<file path="config.mk">
export PLATFORM = sky130hd
export DESIGN_NAME = pwm_remote_code_decoder_flat
export DESIGN_NICKNAME = d
export VERILOG_FILES = /design/src/hw/rtl/prcd_pkg.sv /design/src/hw/rtl/prcd_in_if.sv /design/src/hw/rtl/prcd_out_if.sv /design/src/hw/rtl/prcd_cfg_if.sv /design/src/hw/rtl/pwm_remote_code_decoder.sv /design/src/flat_wrapper.sv
export SDC_FILE = /design/constraint.sdc
export NUM_CORES = 1
export LEC_CHECK = 0
export ABC_AREA = 1
export BUFFER_PORTS_ARGS = -buffer_cell sky130_fd_sc_hd__buf_2
export CORE_ASPECT_RATIO = 1.75
export CORE_UTILIZATION = 60
export CTS_CLUSTER_SIZE = 25
export DETAILED_ROUTE_END_ITERATION = 6
export PLACE_DENSITY = 0.79
export SLEW_MARGIN = 20
export SYNTH_ARGS = -nofsm -noshare
export SYNTH_HDL_FRONTEND = slang
export SYNTH_SLANG_ARGS = --single-unit
</file>
<file path="constraint.sdc">
create_clock -name clk -period 9.6 [get_ports clk]
set_input_delay 0.96 -clock clk [delete_from_list [all_inputs] [get_ports clk]]
set_output_delay 0.96 -clock clk [all_outputs]
set_load 0.01 [all_outputs]
</file>
<file path="src/hw/rtl/prcd_pkg.sv">
// prcd_pkg: shared types, constants and matching functions for the
// pulse-width remote code decoder. No dependencies.

package prcd_pkg;

    localparam int DurW  = 24;
    localparam int MagW  = 23;
    localparam int TimeW = 16;
    localparam int LenW  = 6;
    localparam int CodeW = 32;

    typedef logic signed [DurW-1:0] dur_t;
    typedef logic [MagW-1:0]        mag_t;
    typedef logic [TimeW-1:0]       time_t;
    typedef logic [LenW-1:0]        len_t;
    typedef logic [CodeW-1:0]       code_t;

    // configuration register indexes
    typedef enum logic [1:0] {
        REG_SHORT_TIME  = 2'd0,
        REG_LONG_TIME   = 2'd1,
        REG_TOLERANCE   = 2'd2,
        REG_CODE_LENGTH = 2'd3
    } cfg_reg_t;

    localparam time_t SHORT_TIME_RST  = 16'd555;
    localparam time_t LONG_TIME_RST   = 16'd1111;
    localparam time_t TOLERANCE_RST   = 16'd200;
    localparam len_t  CODE_LENGTH_RST = 6'd12;

    localparam dur_t DUR_MIN = {1'b1, {(DurW-1){1'b0}}};

    // magnitude of a signed duration, saturating at the most negative value
    function automatic mag_t magnitude(dur_t d);
        logic [DurW-1:0] neg;
        neg = ~d + 1'b1;
        if (!d[DurW-1])
            return d[MagW-1:0];
        else if (d == DUR_MIN)
            return {MagW{1'b1}};
        else
            return neg[MagW-1:0];
    endfunction

    // true when mag lies within nominal +/- tol, lower bound clamped at zero
    function automatic logic in_window(mag_t mag, time_t nominal, time_t tol);
        logic [TimeW:0] hi;
        logic           lo_ok;
        logic           hi_ok;
        hi    = {1'b0, nominal} + {1'b0, tol};
        lo_ok = (tol >= nominal) || (mag >= MagW'(nominal - tol));
        hi_ok = mag <= MagW'(hi);
        return lo_ok && hi_ok;
    endfunction

endpackage

</file>
<file path="src/hw/rtl/prcd_in_if.sv">
// prcd_in_if: duration input channel, valid/ready with one duration word.
// Depends on prcd_pkg.

interface prcd_in_if;
    logic           valid;
    logic           ready;
    prcd_pkg::dur_t duration;
    logic           first_item;
    logic           last_item;

    modport source (output valid, output duration, output first_item,
                    output last_item, input ready);
    modport sink   (input valid, input duration, input first_item,
                    input last_item, output ready);
endinterface

</file>
<file path="src/hw/rtl/prcd_out_if.sv">
// prcd_out_if: result channel, valid/ready with found flag and code.
// Depends on prcd_pkg.

interface prcd_out_if;
    logic            valid;
    logic            ready;
    logic            found;
    prcd_pkg::code_t code;

    modport source (output valid, output found, output code, input ready);
    modport sink   (input valid, input found, input code, output ready);
endinterface

</file>
<file path="src/hw/rtl/prcd_cfg_if.sv">
// prcd_cfg_if: configuration write channel, register index and data.
// Depends on prcd_pkg.

interface prcd_cfg_if;
    logic               valid;
    logic               ready;
    prcd_pkg::cfg_reg_t index;
    prcd_pkg::time_t    data;

    modport source (output valid, output index, output data, input ready);
    modport sink   (input valid, input index, input data, output ready);
endinterface

</file>
<file path="src/hw/rtl/pwm_remote_code_decoder.sv">
// pwm_remote_code_decoder: pairs pulse/gap durations into PWM bits and emits codes.
// Depends on prcd_pkg, prcd_in_if, prcd_out_if, prcd_cfg_if.
//
//   port    | direction | word
//   --------+-----------+-------------------------------------------
//   item    | sink      | duration, first_item, last_item
//   result  | source    | found, code
//   cfg     | sink      | index, data (register write)
//
// one word per cycle sustained while each result is taken; a word goes to the input register, then the result register
// an input register feeds one pass of window compares into the result register
// the input register keeps taking words while the result register is full
// and not yet taken, until the input register itself is full
// rst_n restores the default timing and an open, empty capture

module pwm_remote_code_decoder (
    input  logic        clk,
    input  logic        rst_n,
    prcd_in_if.sink     item,
    prcd_out_if.source  result,
    prcd_cfg_if.sink    cfg
);

    prcd_pkg::time_t short_time_reg;
    prcd_pkg::time_t long_time_reg;
    prcd_pkg::time_t tolerance_reg;
    prcd_pkg::len_t  code_length_reg;

    logic            in_valid_reg;
    logic            in_valid_next;
    prcd_pkg::dur_t  in_dur_reg;
    logic            in_first_reg;
    logic            in_last_reg;

    logic            expect_gap_reg;
    logic            expect_gap_next;
    prcd_pkg::mag_t  held_pulse_reg;
    prcd_pkg::mag_t  held_pulse_next;
    prcd_pkg::code_t shift_code_reg;
    prcd_pkg::code_t shift_code_next;
    prcd_pkg::len_t  bit_total_reg;
    prcd_pkg::len_t  bit_total_next;
    logic            closed_reg;
    logic            closed_next;

    logic            res_valid_reg;
    logic            res_valid_next;
    logic            res_found_reg;
    prcd_pkg::code_t res_code_reg;

    logic            advance;
    logic            fire;
    logic            emit;
    logic            emit_found;
    prcd_pkg::code_t emit_code;
    logic            done;

    prcd_pkg::mag_t  gap_mag;
    logic            is_zero;
    logic            is_one;

    assign advance    = !res_valid_reg || result.ready;
    assign fire       = in_valid_reg && advance;
    assign item.ready = !in_valid_reg || advance;
    assign cfg.ready  = 1'b1;

    assign result.valid = res_valid_reg;
    assign result.found = res_found_reg;
    assign result.code  = res_code_reg;

    // configuration registers
    always_ff @(posedge clk or negedge rst_n)
    begin
        if (!rst_n)
        begin
            short_time_reg  <= prcd_pkg::SHORT_TIME_RST;
            long_time_reg   <= prcd_pkg::LONG_TIME_RST;
            tolerance_reg   <= prcd_pkg::TOLERANCE_RST;
            code_length_reg <= prcd_pkg::CODE_LENGTH_RST;
        end
        else if (cfg.valid && cfg.ready)
        begin
            case (cfg.index)
                prcd_pkg::REG_SHORT_TIME:  short_time_reg  <= cfg.data;
                prcd_pkg::REG_LONG_TIME:   long_time_reg   <= cfg.data;
                prcd_pkg::REG_TOLERANCE:   tolerance_reg   <= cfg.data;
                prcd_pkg::REG_CODE_LENGTH: code_length_reg <= cfg.data[prcd_pkg::LenW-1:0];
                default: ;
            endcase
        end
    end

    // bit decision from the held pulse and the current gap
    assign gap_mag = prcd_pkg::magnitude(in_dur_reg);
    assign is_zero = prcd_pkg::in_window(held_pulse_reg, short_time_reg, tolerance_reg)
                  && prcd_pkg::in_window(gap_mag, long_time_reg, tolerance_reg);
    assign is_one  = prcd_pkg::in_window(held_pulse_reg, long_time_reg, tolerance_reg)
                  && prcd_pkg::in_window(gap_mag, short_time_reg, tolerance_reg);

    always_comb
    begin
        expect_gap_next = expect_gap_reg;
        held_pulse_next = held_pulse_reg;
        shift_code_next = shift_code_reg;
        bit_total_next  = bit_total_reg;
        closed_next     = closed_reg;
        emit            = 1'b0;
        emit_found      = 1'b0;
        emit_code       = '0;
        done            = 1'b0;

        if (in_first_reg)
        begin
            expect_gap_next = 1'b0;
            shift_code_next = '0;
            bit_total_next  = '0;
            closed_next     = 1'b0;
        end

        if (!closed_next)
        begin
            if (!expect_gap_next)
            begin
                if (in_dur_reg[prcd_pkg::DurW-1])
                begin
                    // a leading gap is skipped, a gap in pulse position fails
                    if (!in_first_reg)
                    begin
                        closed_next = 1'b1;
                        emit        = 1'b1;
                        done        = 1'b1;
                    end
                end
                else
                begin
                    held_pulse_next = in_dur_reg[prcd_pkg::MagW-1:0];
                    expect_gap_next = 1'b1;
                end
            end
            else
            begin
                expect_gap_next = 1'b0;
                if (is_zero || is_one)
                begin
                    shift_code_next = {shift_code_next[prcd_pkg::CodeW-2:0], !is_zero};
                    bit_total_next  = bit_total_next + 1'b1;
                    if (bit_total_next == code_length_reg)
                    begin
                        closed_next = 1'b1;
                        emit        = 1'b1;
                        emit_found  = 1'b1;
                        emit_code   = shift_code_next;
                        done        = 1'b1;
                    end
                end
                else
                begin
                    shift_code_next = '0;
                    bit_total_next  = '0;
                end
            end

            if (!done && in_last_reg)
            begin
                closed_next = 1'b1;
                emit        = 1'b1;
            end
        end
    end

    always_comb
    begin
        in_valid_next = in_valid_reg;
        if (item.valid && item.ready)
            in_valid_next = 1'b1;
        else if (fire)
            in_valid_next = 1'b0;

        res_valid_next = res_valid_reg;
        if (res_valid_reg && result.ready)
            res_valid_next = 1'b0;
        if (fire)
            res_valid_next = emit;
    end

    // control and capture state
    always_ff @(posedge clk or negedge rst_n)
    begin
        if (!rst_n)
        begin
            in_valid_reg   <= 1'b0;
            res_valid_reg  <= 1'b0;
            expect_gap_reg <= 1'b0;
            held_pulse_reg <= '0;
            shift_code_reg <= '0;
            bit_total_reg  <= '0;
            closed_reg     <= 1'b0;
        end
        else
        begin
            in_valid_reg  <= in_valid_next;
            res_valid_reg <= res_valid_next;
            if (fire)
            begin
                expect_gap_reg <= expect_gap_next;
                held_pulse_reg <= held_pulse_next;
                shift_code_reg <= shift_code_next;
                bit_total_reg  <= bit_total_next;
                closed_reg     <= closed_next;
            end
        end
    end

    // payload registers
    always_ff @(posedge clk)
    begin
        if (item.valid && item.ready)
        begin
            in_dur_reg   <= item.duration;
            in_first_reg <= item.first_item;
            in_last_reg  <= item.last_item;
        end
        if (fire && emit)
        begin
            res_found_reg <= emit_found;
            res_code_reg  <= emit_code;
        end
    end

`ifndef SYNTH
    a_fail_code_zero: assert property (@(posedge clk) disable iff (!rst_n)
        result.valid && !result.found |-> result.code == '0)
        else $error("fail word carries a non-zero code");

    a_in_held_on_stall: assert property (@(posedge clk) disable iff (!rst_n)
        in_valid_reg && res_valid_reg && !result.ready |=> in_valid_reg)
        else $error("input word dropped while result stalled");

    a_ready_when_empty: assert property (@(posedge clk) disable iff (!rst_n)
        !in_valid_reg |-> item.ready)
        else $error("input register empty but not ready");
`endif

endmodule
</file>
<file path="src/flat_wrapper.sv">
// flat-port wrapper written by rule: the top's interface ports become plain ports
module pwm_remote_code_decoder_flat 
  (clk, rst_n, item_valid, item_duration, item_first_item, item_last_item, item_ready, result_valid, result_found, result_code, result_ready, cfg_valid, cfg_index, cfg_data, cfg_ready);
  prcd_in_if item_i ();
  prcd_out_if result_i ();
  prcd_cfg_if cfg_i ();
  input  logic clk;
  input  logic rst_n;
  input wire logic [$bits(item_i.valid)-1:0] item_valid;
  input wire logic [$bits(item_i.duration)-1:0] item_duration;
  input wire logic [$bits(item_i.first_item)-1:0] item_first_item;
  input wire logic [$bits(item_i.last_item)-1:0] item_last_item;
  output wire logic [$bits(item_i.ready)-1:0] item_ready;
  output wire logic [$bits(result_i.valid)-1:0] result_valid;
  output wire logic [$bits(result_i.found)-1:0] result_found;
  output wire logic [$bits(result_i.code)-1:0] result_code;
  input wire logic [$bits(result_i.ready)-1:0] result_ready;
  input wire logic [$bits(cfg_i.valid)-1:0] cfg_valid;
  input wire logic [$bits(cfg_i.index)-1:0] cfg_index;
  input wire logic [$bits(cfg_i.data)-1:0] cfg_data;
  output wire logic [$bits(cfg_i.ready)-1:0] cfg_ready;
  assign item_i.valid = item_valid;
  assign item_i.duration = item_duration;
  assign item_i.first_item = item_first_item;
  assign item_i.last_item = item_last_item;
  assign item_ready = item_i.ready;
  assign result_valid = result_i.valid;
  assign result_found = result_i.found;
  assign result_code = result_i.code;
  assign result_i.ready = result_ready;
  assign cfg_i.valid = cfg_valid;
  assign cfg_i.index = cfg_index;
  assign cfg_i.data = cfg_data;
  assign cfg_ready = cfg_i.ready;
  pwm_remote_code_decoder u_core (.clk(clk), .rst_n(rst_n), .item(item_i), .result(result_i), .cfg(cfg_i));
endmodule
</file>
==> results of run 1 <==
final cells by class:
class	instances	area (um^2)	area share
Inverter	251	945	0.0570
Sequential cell	177	4740	0.286
Clock inverter	13	135	0.00815
Multi-Input combinational cell	1531	9410	0.568
Clock buffer	19	454	0.0274
Timing Repair Buffer	93	493	0.0297
Tap cell	316	395	0.0239
worst max-delay path: cells and delay by family (launching register included):
family,cells,cell delay [ns]
AO/OA/AOI/OAI,13,2.64
AND/OR/NAND/NOR,11,1.35
flip-flops,1,0.50
adder cells (fa/ha/maj),2,0.79
buffers and inverters,3,0.86
metrics by stage:
step / utilization / hold WS, ns / instances / setup WS (ns) / area [um^2]
CTS: 0.656 / 0.500 / 2400 / 3.10 / 16600
finish: 0.657 / 0.490 / 2400 / 3.06 / 16600
floorplan: - / 0.453 / 2022 / 4.17 / 15400
detailed placement: 0.633 / 0.483 / 2368 / 3.15 / 16000
global route: 0.657 / 0.522 / 2400 / 2.58 / 16600
global placement: 0.633 / 0.470 / 2368 / 3.33 / 16000
metal layers:
layer / vias up / GRT usage / share of wire
met5: - / 0 / 0.00022
met4: 2 / 0.339 / 0.096
met3: 231 / 0.0947 / 0.060
met2: 520 / 0.704 / 0.51
met1: 6721 / 0.372 / 0.34
li1: 6863 / - / -
worst max-delay path by stage:
stage                             startpoint  cells past startpoint               endpoint
finish               u_core.tolerance_reg[1]                     29  u_core.result.code[7]
detailed placement   u_core.tolerance_reg[1]                     29  u_core.result.code[9]
global placement     u_core.long_time_reg[0]                     31  u_core.result.code[9]
global route         u_core.tolerance_reg[1]                     30  u_core.result.code[7]
CTS                  u_core.tolerance_reg[1]                     29  u_core.result.code[7]
floorplan           u_core.tolerance_reg[13]                     23  u_core.result.code[0]
cells by family after synthesis:
kind of cell | after synthesis | synth area share
AND/OR/NAND/NOR | 898 | 0.271
AO/OA/AOI/OAI | 366 | 0.134
buffers and inverters | 314 | 0.0834
adder cells (fa/ha/maj) | 210 | 0.172
flip-flops | 177 | 0.308
XOR/XNOR | 55 | 0.0313
other | 1 | 0.000243
multiplexers | 1 | 0.000731
power by group through the flow:
stage / Clock (W) / Combinational (W) / Sequential, W
floorplan: 0 / 0.00181 / 0.00110
global placement: 0 / 0.00256 / 0.00117
detailed placement: 0 / 0.00262 / 0.00117
CTS: 0.000724 / 0.00264 / 0.00116
global route: 0.000752 / 0.00302 / 0.00119
finish: 0.000721 / 0.00275 / 0.00117
Yosys cell counts, drive strengths merged (7+ instances only):
cell / instances / area share
dfrtp: 102 / 0.17
ha: 206 / 0.17
nor2: 179 / 0.060
xor2: 49 / 0.028
a21oi: 142 / 0.047
buf: 27 / 0.013
a31oi: 31 / 0.013
nor4: 9 / 0.0041
nand4: 32 / 0.013
inv: 251 / 0.061
o21ai: 131 / 0.043
clkbuf: 36 / 0.0088
nand3: 171 / 0.062
nor3: 20 / 0.0075
a21boi: 20 / 0.0097
edfxtp: 59 / 0.11
o21a: 7 / 0.0034
dfstp: 16 / 0.027
nand2: 472 / 0.12
o21bai: 10 / 0.0049
==> results_dict.tcl, run 1 <==
set metrics [dict create \
    power.net_switching_w 0.00242 \
    die_area_um2 26400 \
    worst_ep_arrival_ns 6.67 \
    fill_cell_total_of_the_finished_layout 2232 \
    cell_internal_pwr_w 0.00223 \
    synth_edf_count 59 \
    grt_setup_unrepaired "false" \
    min_path_type "reg -> reg" \
    netlist_area_um2 15400 \
    wl_mm 50.8 \
    detail_route.drc_violations 0 \
    critPathCaptureType "flop" \
    start_kind "flop" \
    clock-sinks 177 \
    peakVddDrop_mv 0.207 \
    cts_hold_buf 0 \
    final_count_of_negative_setup_slack_endpoints 0 \
    largest_register_ff_count 32 \
    cts_max_path_buffers 2 \
    die_height_um 214 \
    reg2reg_depth 29 \
    worst_skew_pair.late_latency_ns 0.48 \
    final_hold_viol_count 0 \
    via_count 14300 \
    synth_top_flop_cell "sky130_fd_sc_hd__dfrtp_1" \
    fp.coreArea_um2 25200 \
    grt_start_max_net_pins 74 \
    worst_pin_slew_ns 1.15 \
    cpMostUsedCell "sky130_fd_sc_hd__nand2_1" \
    layout_common_cells "sky130_fd_sc_hd__nand2_1, sky130_fd_sc_hd__inv_1, sky130_fd_sc_hd__ha_1" \
    final_max_slew_viol_count 0 \
    rr_endpoint "u_core.result.code[7]" \
    run_status "complete, no violations" \
    power_density_nw_per_um2 280 \
    netSwitchingFraction 0.520 \
    place.port_buffers 83 \
    worst_ep_required_time_ns 9.73 \
    cp_slowest_stage_delay_ns 0.52 \
    clock_tree.htree_level_count 4 \
    synth.ff_latch_count 177 \
    synthesis.area_per_instance_um2 7.62 \
    drtIter0Drc 885 \
    initial_core_util 0.611 \
    layout_area_growth_over_synthesis_pct 7.52 \
    post-route-period-util 0.682 \
    finish.net_count 2330 \
    total_power_w 0.00464 \
    layout_min_cycle_time_ns 6.54 \
    grt_pass1_vias 14700 \
    pwr-share-clk 0.155 \
    gr-total-overflow 0 \
    ant_cells 0 \
    synth_async_sr_flop_share 0.667 \
    post_drt_wl_per_cell_um 21.2 \
    worstHoldPathCells 2 \
    setup.worst_path.class "reg -> reg" \
    global_route_wire_length_before_repair_mm 77.6 \
    drtPass1Iterations 5 \
    synth_nets 2281 \
    combinationalPowerShare 0.592 \
    hp-start "u_core.held_pulse_reg[0]" \
    drtAntennaViolNets 0 \
    routabilityCongestion 0.999 \
    clk_pin_slew_worst_paths_ns 0.09 \
    drt-vias-per-instance 5.97 \
    reg2reg_slack_ns 3.06 \
    timing.setup.tns_ns 0 \
    tritoncts.num_buffers 17 \
    die_w_um 123 \
    max-cap-violations 0 \
    worst_hold_path.endpoint "u_core.held_pulse_reg[0]" \
    seq_area_frac_synth 0.308 \
    worst_path_max_delay_cell "sky130_fd_sc_hd__o21ai_0" \
    yosysWarningCount 0 \
    hpwl_mm 40.2 \
    final_setup_skew_ns 0.0208 \
    pwr-share-seq 0.252 \
    post_cts_setup_buffers 0 \
    clock_tree_from_tritoncts "yes" \
    placement_rows 77 \
    antenna_found_initial 1 \
    grtUsageTotal 0.398 \
    final_layout_size_suffix_gt1_frac 0.110 \
    worst-path-max-fanout 37 \
    io-pin-count 85 \
    most_common_cell_after_layout_fill_and_taps_aside "sky130_fd_sc_hd__nand2_1" \
    mapped_cells 2022 \
    cts_resized 0 \
    max_freq_ghz 0.153 \
    p_leak_nw 8.33 \
    rr_startpoint "u_core.tolerance_reg[1]" \
    synth.distinct_cells 65 \
    timing.slew.headroom 0.212 \
    root_buffer_cell "sky130_fd_sc_hd__clkbuf_16" \
]
Note: power is estimated with default switching activity, not from simulation.
==> run 2, diff against run 1 <==
ABC_AREA = 0   (was 1)
clock period = 6.8 ns   (was 9.6 ns; I/O delays follow)
==> results_dict.tcl, run 2 <==
set metrics [dict create \
    synth_simple_gate_area_frac 0.143 \
    max_freq_ghz 0.158 \
    critPathCaptureType "flop" \
    netlist.top_cell.by_area "sky130_fd_sc_hd__ha_1" \
    place.port_buffers 83 \
    final_count_of_negative_setup_slack_endpoints 0 \
    worst_path_max_delay_cell "sky130_fd_sc_hd__dfstp_2" \
    hpwl_mm 31.9 \
    synthesis.area_per_instance_um2 10.0 \
    start_kind "flop" \
    largest_register_ff_count 32 \
    max-cap-violations 0 \
    initial_core_util 0.610 \
    fp.coreArea_um2 23300 \
    clk_pin_slew_worst_paths_ns 0.07 \
    routabilityCongestion 1.01 \
    synthMuxAreaShare 0.0607 \
    mapped_cells 1419 \
    netlist_area_um2 14200 \
    synth_edf_count 59 \
    synth_nets 1678 \
    drtPass1Iterations 5 \
    worst_ep_arrival_ns 6.50 \
    p_leak_nw 6.89 \
    drtIter0Drc 589 \
    setup_slack_ns 0.456 \
    cts_hold_buf 0 \
    most_common_cell_after_layout_fill_and_taps_aside "sky130_fd_sc_hd__ha_1" \
    drtAntennaViolNets 0 \
    synth_area_leaders "sky130_fd_sc_hd__ha_1, sky130_fd_sc_hd__dfrtp_1, sky130_fd_sc_hd__edfxtp_1" \
    layout_area_growth_over_synthesis_pct 8.96 \
    timing.slew.headroom 0.380 \
    pre_cts_ws_ns 0.492 \
    worst_pin_slew_ns 0.927 \
    die_area_um2 24400 \
    tritoncts.num_buffers 17 \
    yosysWarningCount 0 \
    synthAdderAreaFrac 0.190 \
    cp_slowest_stage_delay_ns 0.54 \
    setup.worst_path.class "reg -> reg" \
    grt_pass1_vias 12100 \
    worst_ep_required_time_ns 6.95 \
    synth_most_common_cell "sky130_fd_sc_hd__ha_1" \
    post_drt_wl_per_cell_um 22.1 \
    synth_top_area_frac 0.181 \
    fill_cell_total_of_the_finished_layout 1958 \
    multiInputGateArea_um2 9010 \
    final_layout_size_suffix_gt1_frac 0.175 \
    via_count 11600 \
    total_power_w 0.00626 \
    synth.distinct_cells 89 \
    grtUsageTotal 0.343 \
    synth_top_flop_cell "sky130_fd_sc_hd__dfrtp_1" \
    power_density_nw_per_um2 404 \
    cpMostUsedCell "sky130_fd_sc_hd__a21oi_1" \
    grt_start_max_net_pins 67 \
    rr_endpoint "u_core.result.code[11]" \
    seq_area_frac_synth 0.333 \
    io-pin-count 85 \
    synth.cells.most_frequent "sky130_fd_sc_hd__ha_1, sky130_fd_sc_hd__dfrtp_1, sky130_fd_sc_hd__a21oi_1" \
    worst_skew_pair.late_latency_ns 0.46 \
    clock_tree.htree_level_count 4 \
    min_path_type "in -> async" \
    rr_startpoint "u_core.long_time_reg[0]" \
    clock_tree_from_tritoncts "yes" \
    die_w_um 118 \
    reg2reg_depth 25 \
    layout_min_cycle_time_ns 6.34 \
    hold-worst-slack_ns 0.257 \
    synthXorXnorAreaFrac 0.0467 \
    finish.net_count 1749 \
    global_route_wire_length_before_repair_mm 63.1 \
    placement_rows 74 \
    root_buffer_cell "sky130_fd_sc_hd__clkbuf_16" \
    post-route-period-util 0.933 \
    final_max_slew_viol_count 0 \
    clock-sinks 177 \
    wl_mm 40.0 \
    layout_common_cells "sky130_fd_sc_hd__ha_1, sky130_fd_sc_hd__dfrtp_1, sky130_fd_sc_hd__a21oi_1" \
    postLayoutCoreUtil 0.665 \
    run_status "complete, no violations" \
    peakVddDrop_mv 0.287 \
    ant_cells 0 \
    synth_compound_gate_area_share 0.190 \
    cts_max_path_buffers 2 \
    worst-path-max-fanout 33 \
    final_hold_viol_count 0 \
    gr-total-overflow 0 \
    timing.setup.tns_ns 0 \
    final_setup_skew_ns 0.00942 \
    grt_setup_unrepaired "false" \
    seqCellArea_um2 4750 \
    synth_top_family_by_area "compound AO/OA/AOI/OAI gates" \
    detail_route.drc_violations 0 \
    reg2reg_slack_ns 0.46 \
    synth.ff_latch_count 177 \
    antenna_found_initial 0 \
    die_height_um 206 \
    drt-vias-per-instance 6.44 \
    synth_async_sr_flop_share 0.667 \
]
==> run 2: changes by cell type after synthesis, moves of 52 or more <==
| cell | change |
|---|---|
| sky130_fd_sc_hd__nand2_1 | -396 |
| sky130_fd_sc_hd__inv_1 | -170 |
| sky130_fd_sc_hd__a21oi_1 | -53 |
| sky130_fd_sc_hd__nor2_1 | -74 |
| sky130_fd_sc_hd__mux2_2 | +74 |
| sky130_fd_sc_hd__o21ai_0 | -52 |
| sky130_fd_sc_hd__nand3_1 | -121 |
==> run 2: cells by family after synthesis <==
family | Yosys count
compound gates | 388
simple gates | 367
fa+ha+maj | 215
flops | 177
buf+inv | 118
mux | 77
xor+xnor | 76
other cells | 1
==> run 2: worst max-delay path by stage <==
stage	startpoint	cells after the start	endpoint	slack [ns]
after floorplan	u_core.tolerance_reg[6]	25	u_core.result.code[0]	0.10
after global placement	u_core.tolerance_reg[1]	25	u_core.result.code[10]	0.69
after detailed placement	u_core.tolerance_reg[1]	25	u_core.result.code[9]	0.49
after CTS	u_core.tolerance_reg[1]	25	u_core.result.code[9]	0.46
after global routing	u_core.tolerance_reg[6]	25	u_core.result.code[14]	0.003
final	u_core.long_time_reg[0]	25	u_core.result.code[11]	0.46
==> run 2: cell type report <==
type                       count  share of cell area
timing repair buffer         100              0.0368
inverter                      70              0.0169
clock inverter                13             0.00677
tap                          304              0.0245
sequential                   177               0.306
multi-input combinational   1124               0.581
clock buffer                  19              0.0285
==> run 2: per-layer routing <==
metal  part of all wire  track usage  vias up
met3              0.047       0.0660      204
met1               0.34        0.323     5572
li1                   -            -     5445
met2               0.52        0.629      413
met5                  0            0        -
met4              0.092        0.303        0
==> run 2: report_power, final <==
part / switching, W / internal [W]
Clock: 0.000439 / 0.000482
Sequential: 0.000269 / 0.00129
Combinational: 0.00224 / 0.00154
Total: 0.00295 / 0.00331
==> run 2: metrics by stage <==
step           cells  area (um^2)
2_1_floorplan   1419        14200
3_3_place_gp    1775        15000
3_5_place_dp    1775        15000
4_1_cts         1807        15500
5_1_grt         1807        15500
6_report        1807        15500
==> run 2: what timing repair did <==
action                                  4_1_cts  5_1_grt
endpoints found under the setup margin        0       65
endpoints found under the hold margin         0        0
resized for setup                             0        2
setup buffers                                 0        0
==> run 2: worst max-delay path, delay by kind of cell (launching register included) <==
family / cells / cell delay [ns]
AO/OA/AOI/OAI: 15 / 3.27
AND/OR/NAND/NOR: 4 / 0.89
adder cells (fa/ha/maj): 3 / 0.86
buffers and inverters: 3 / 0.42
flip-flops: 1 / 0.54
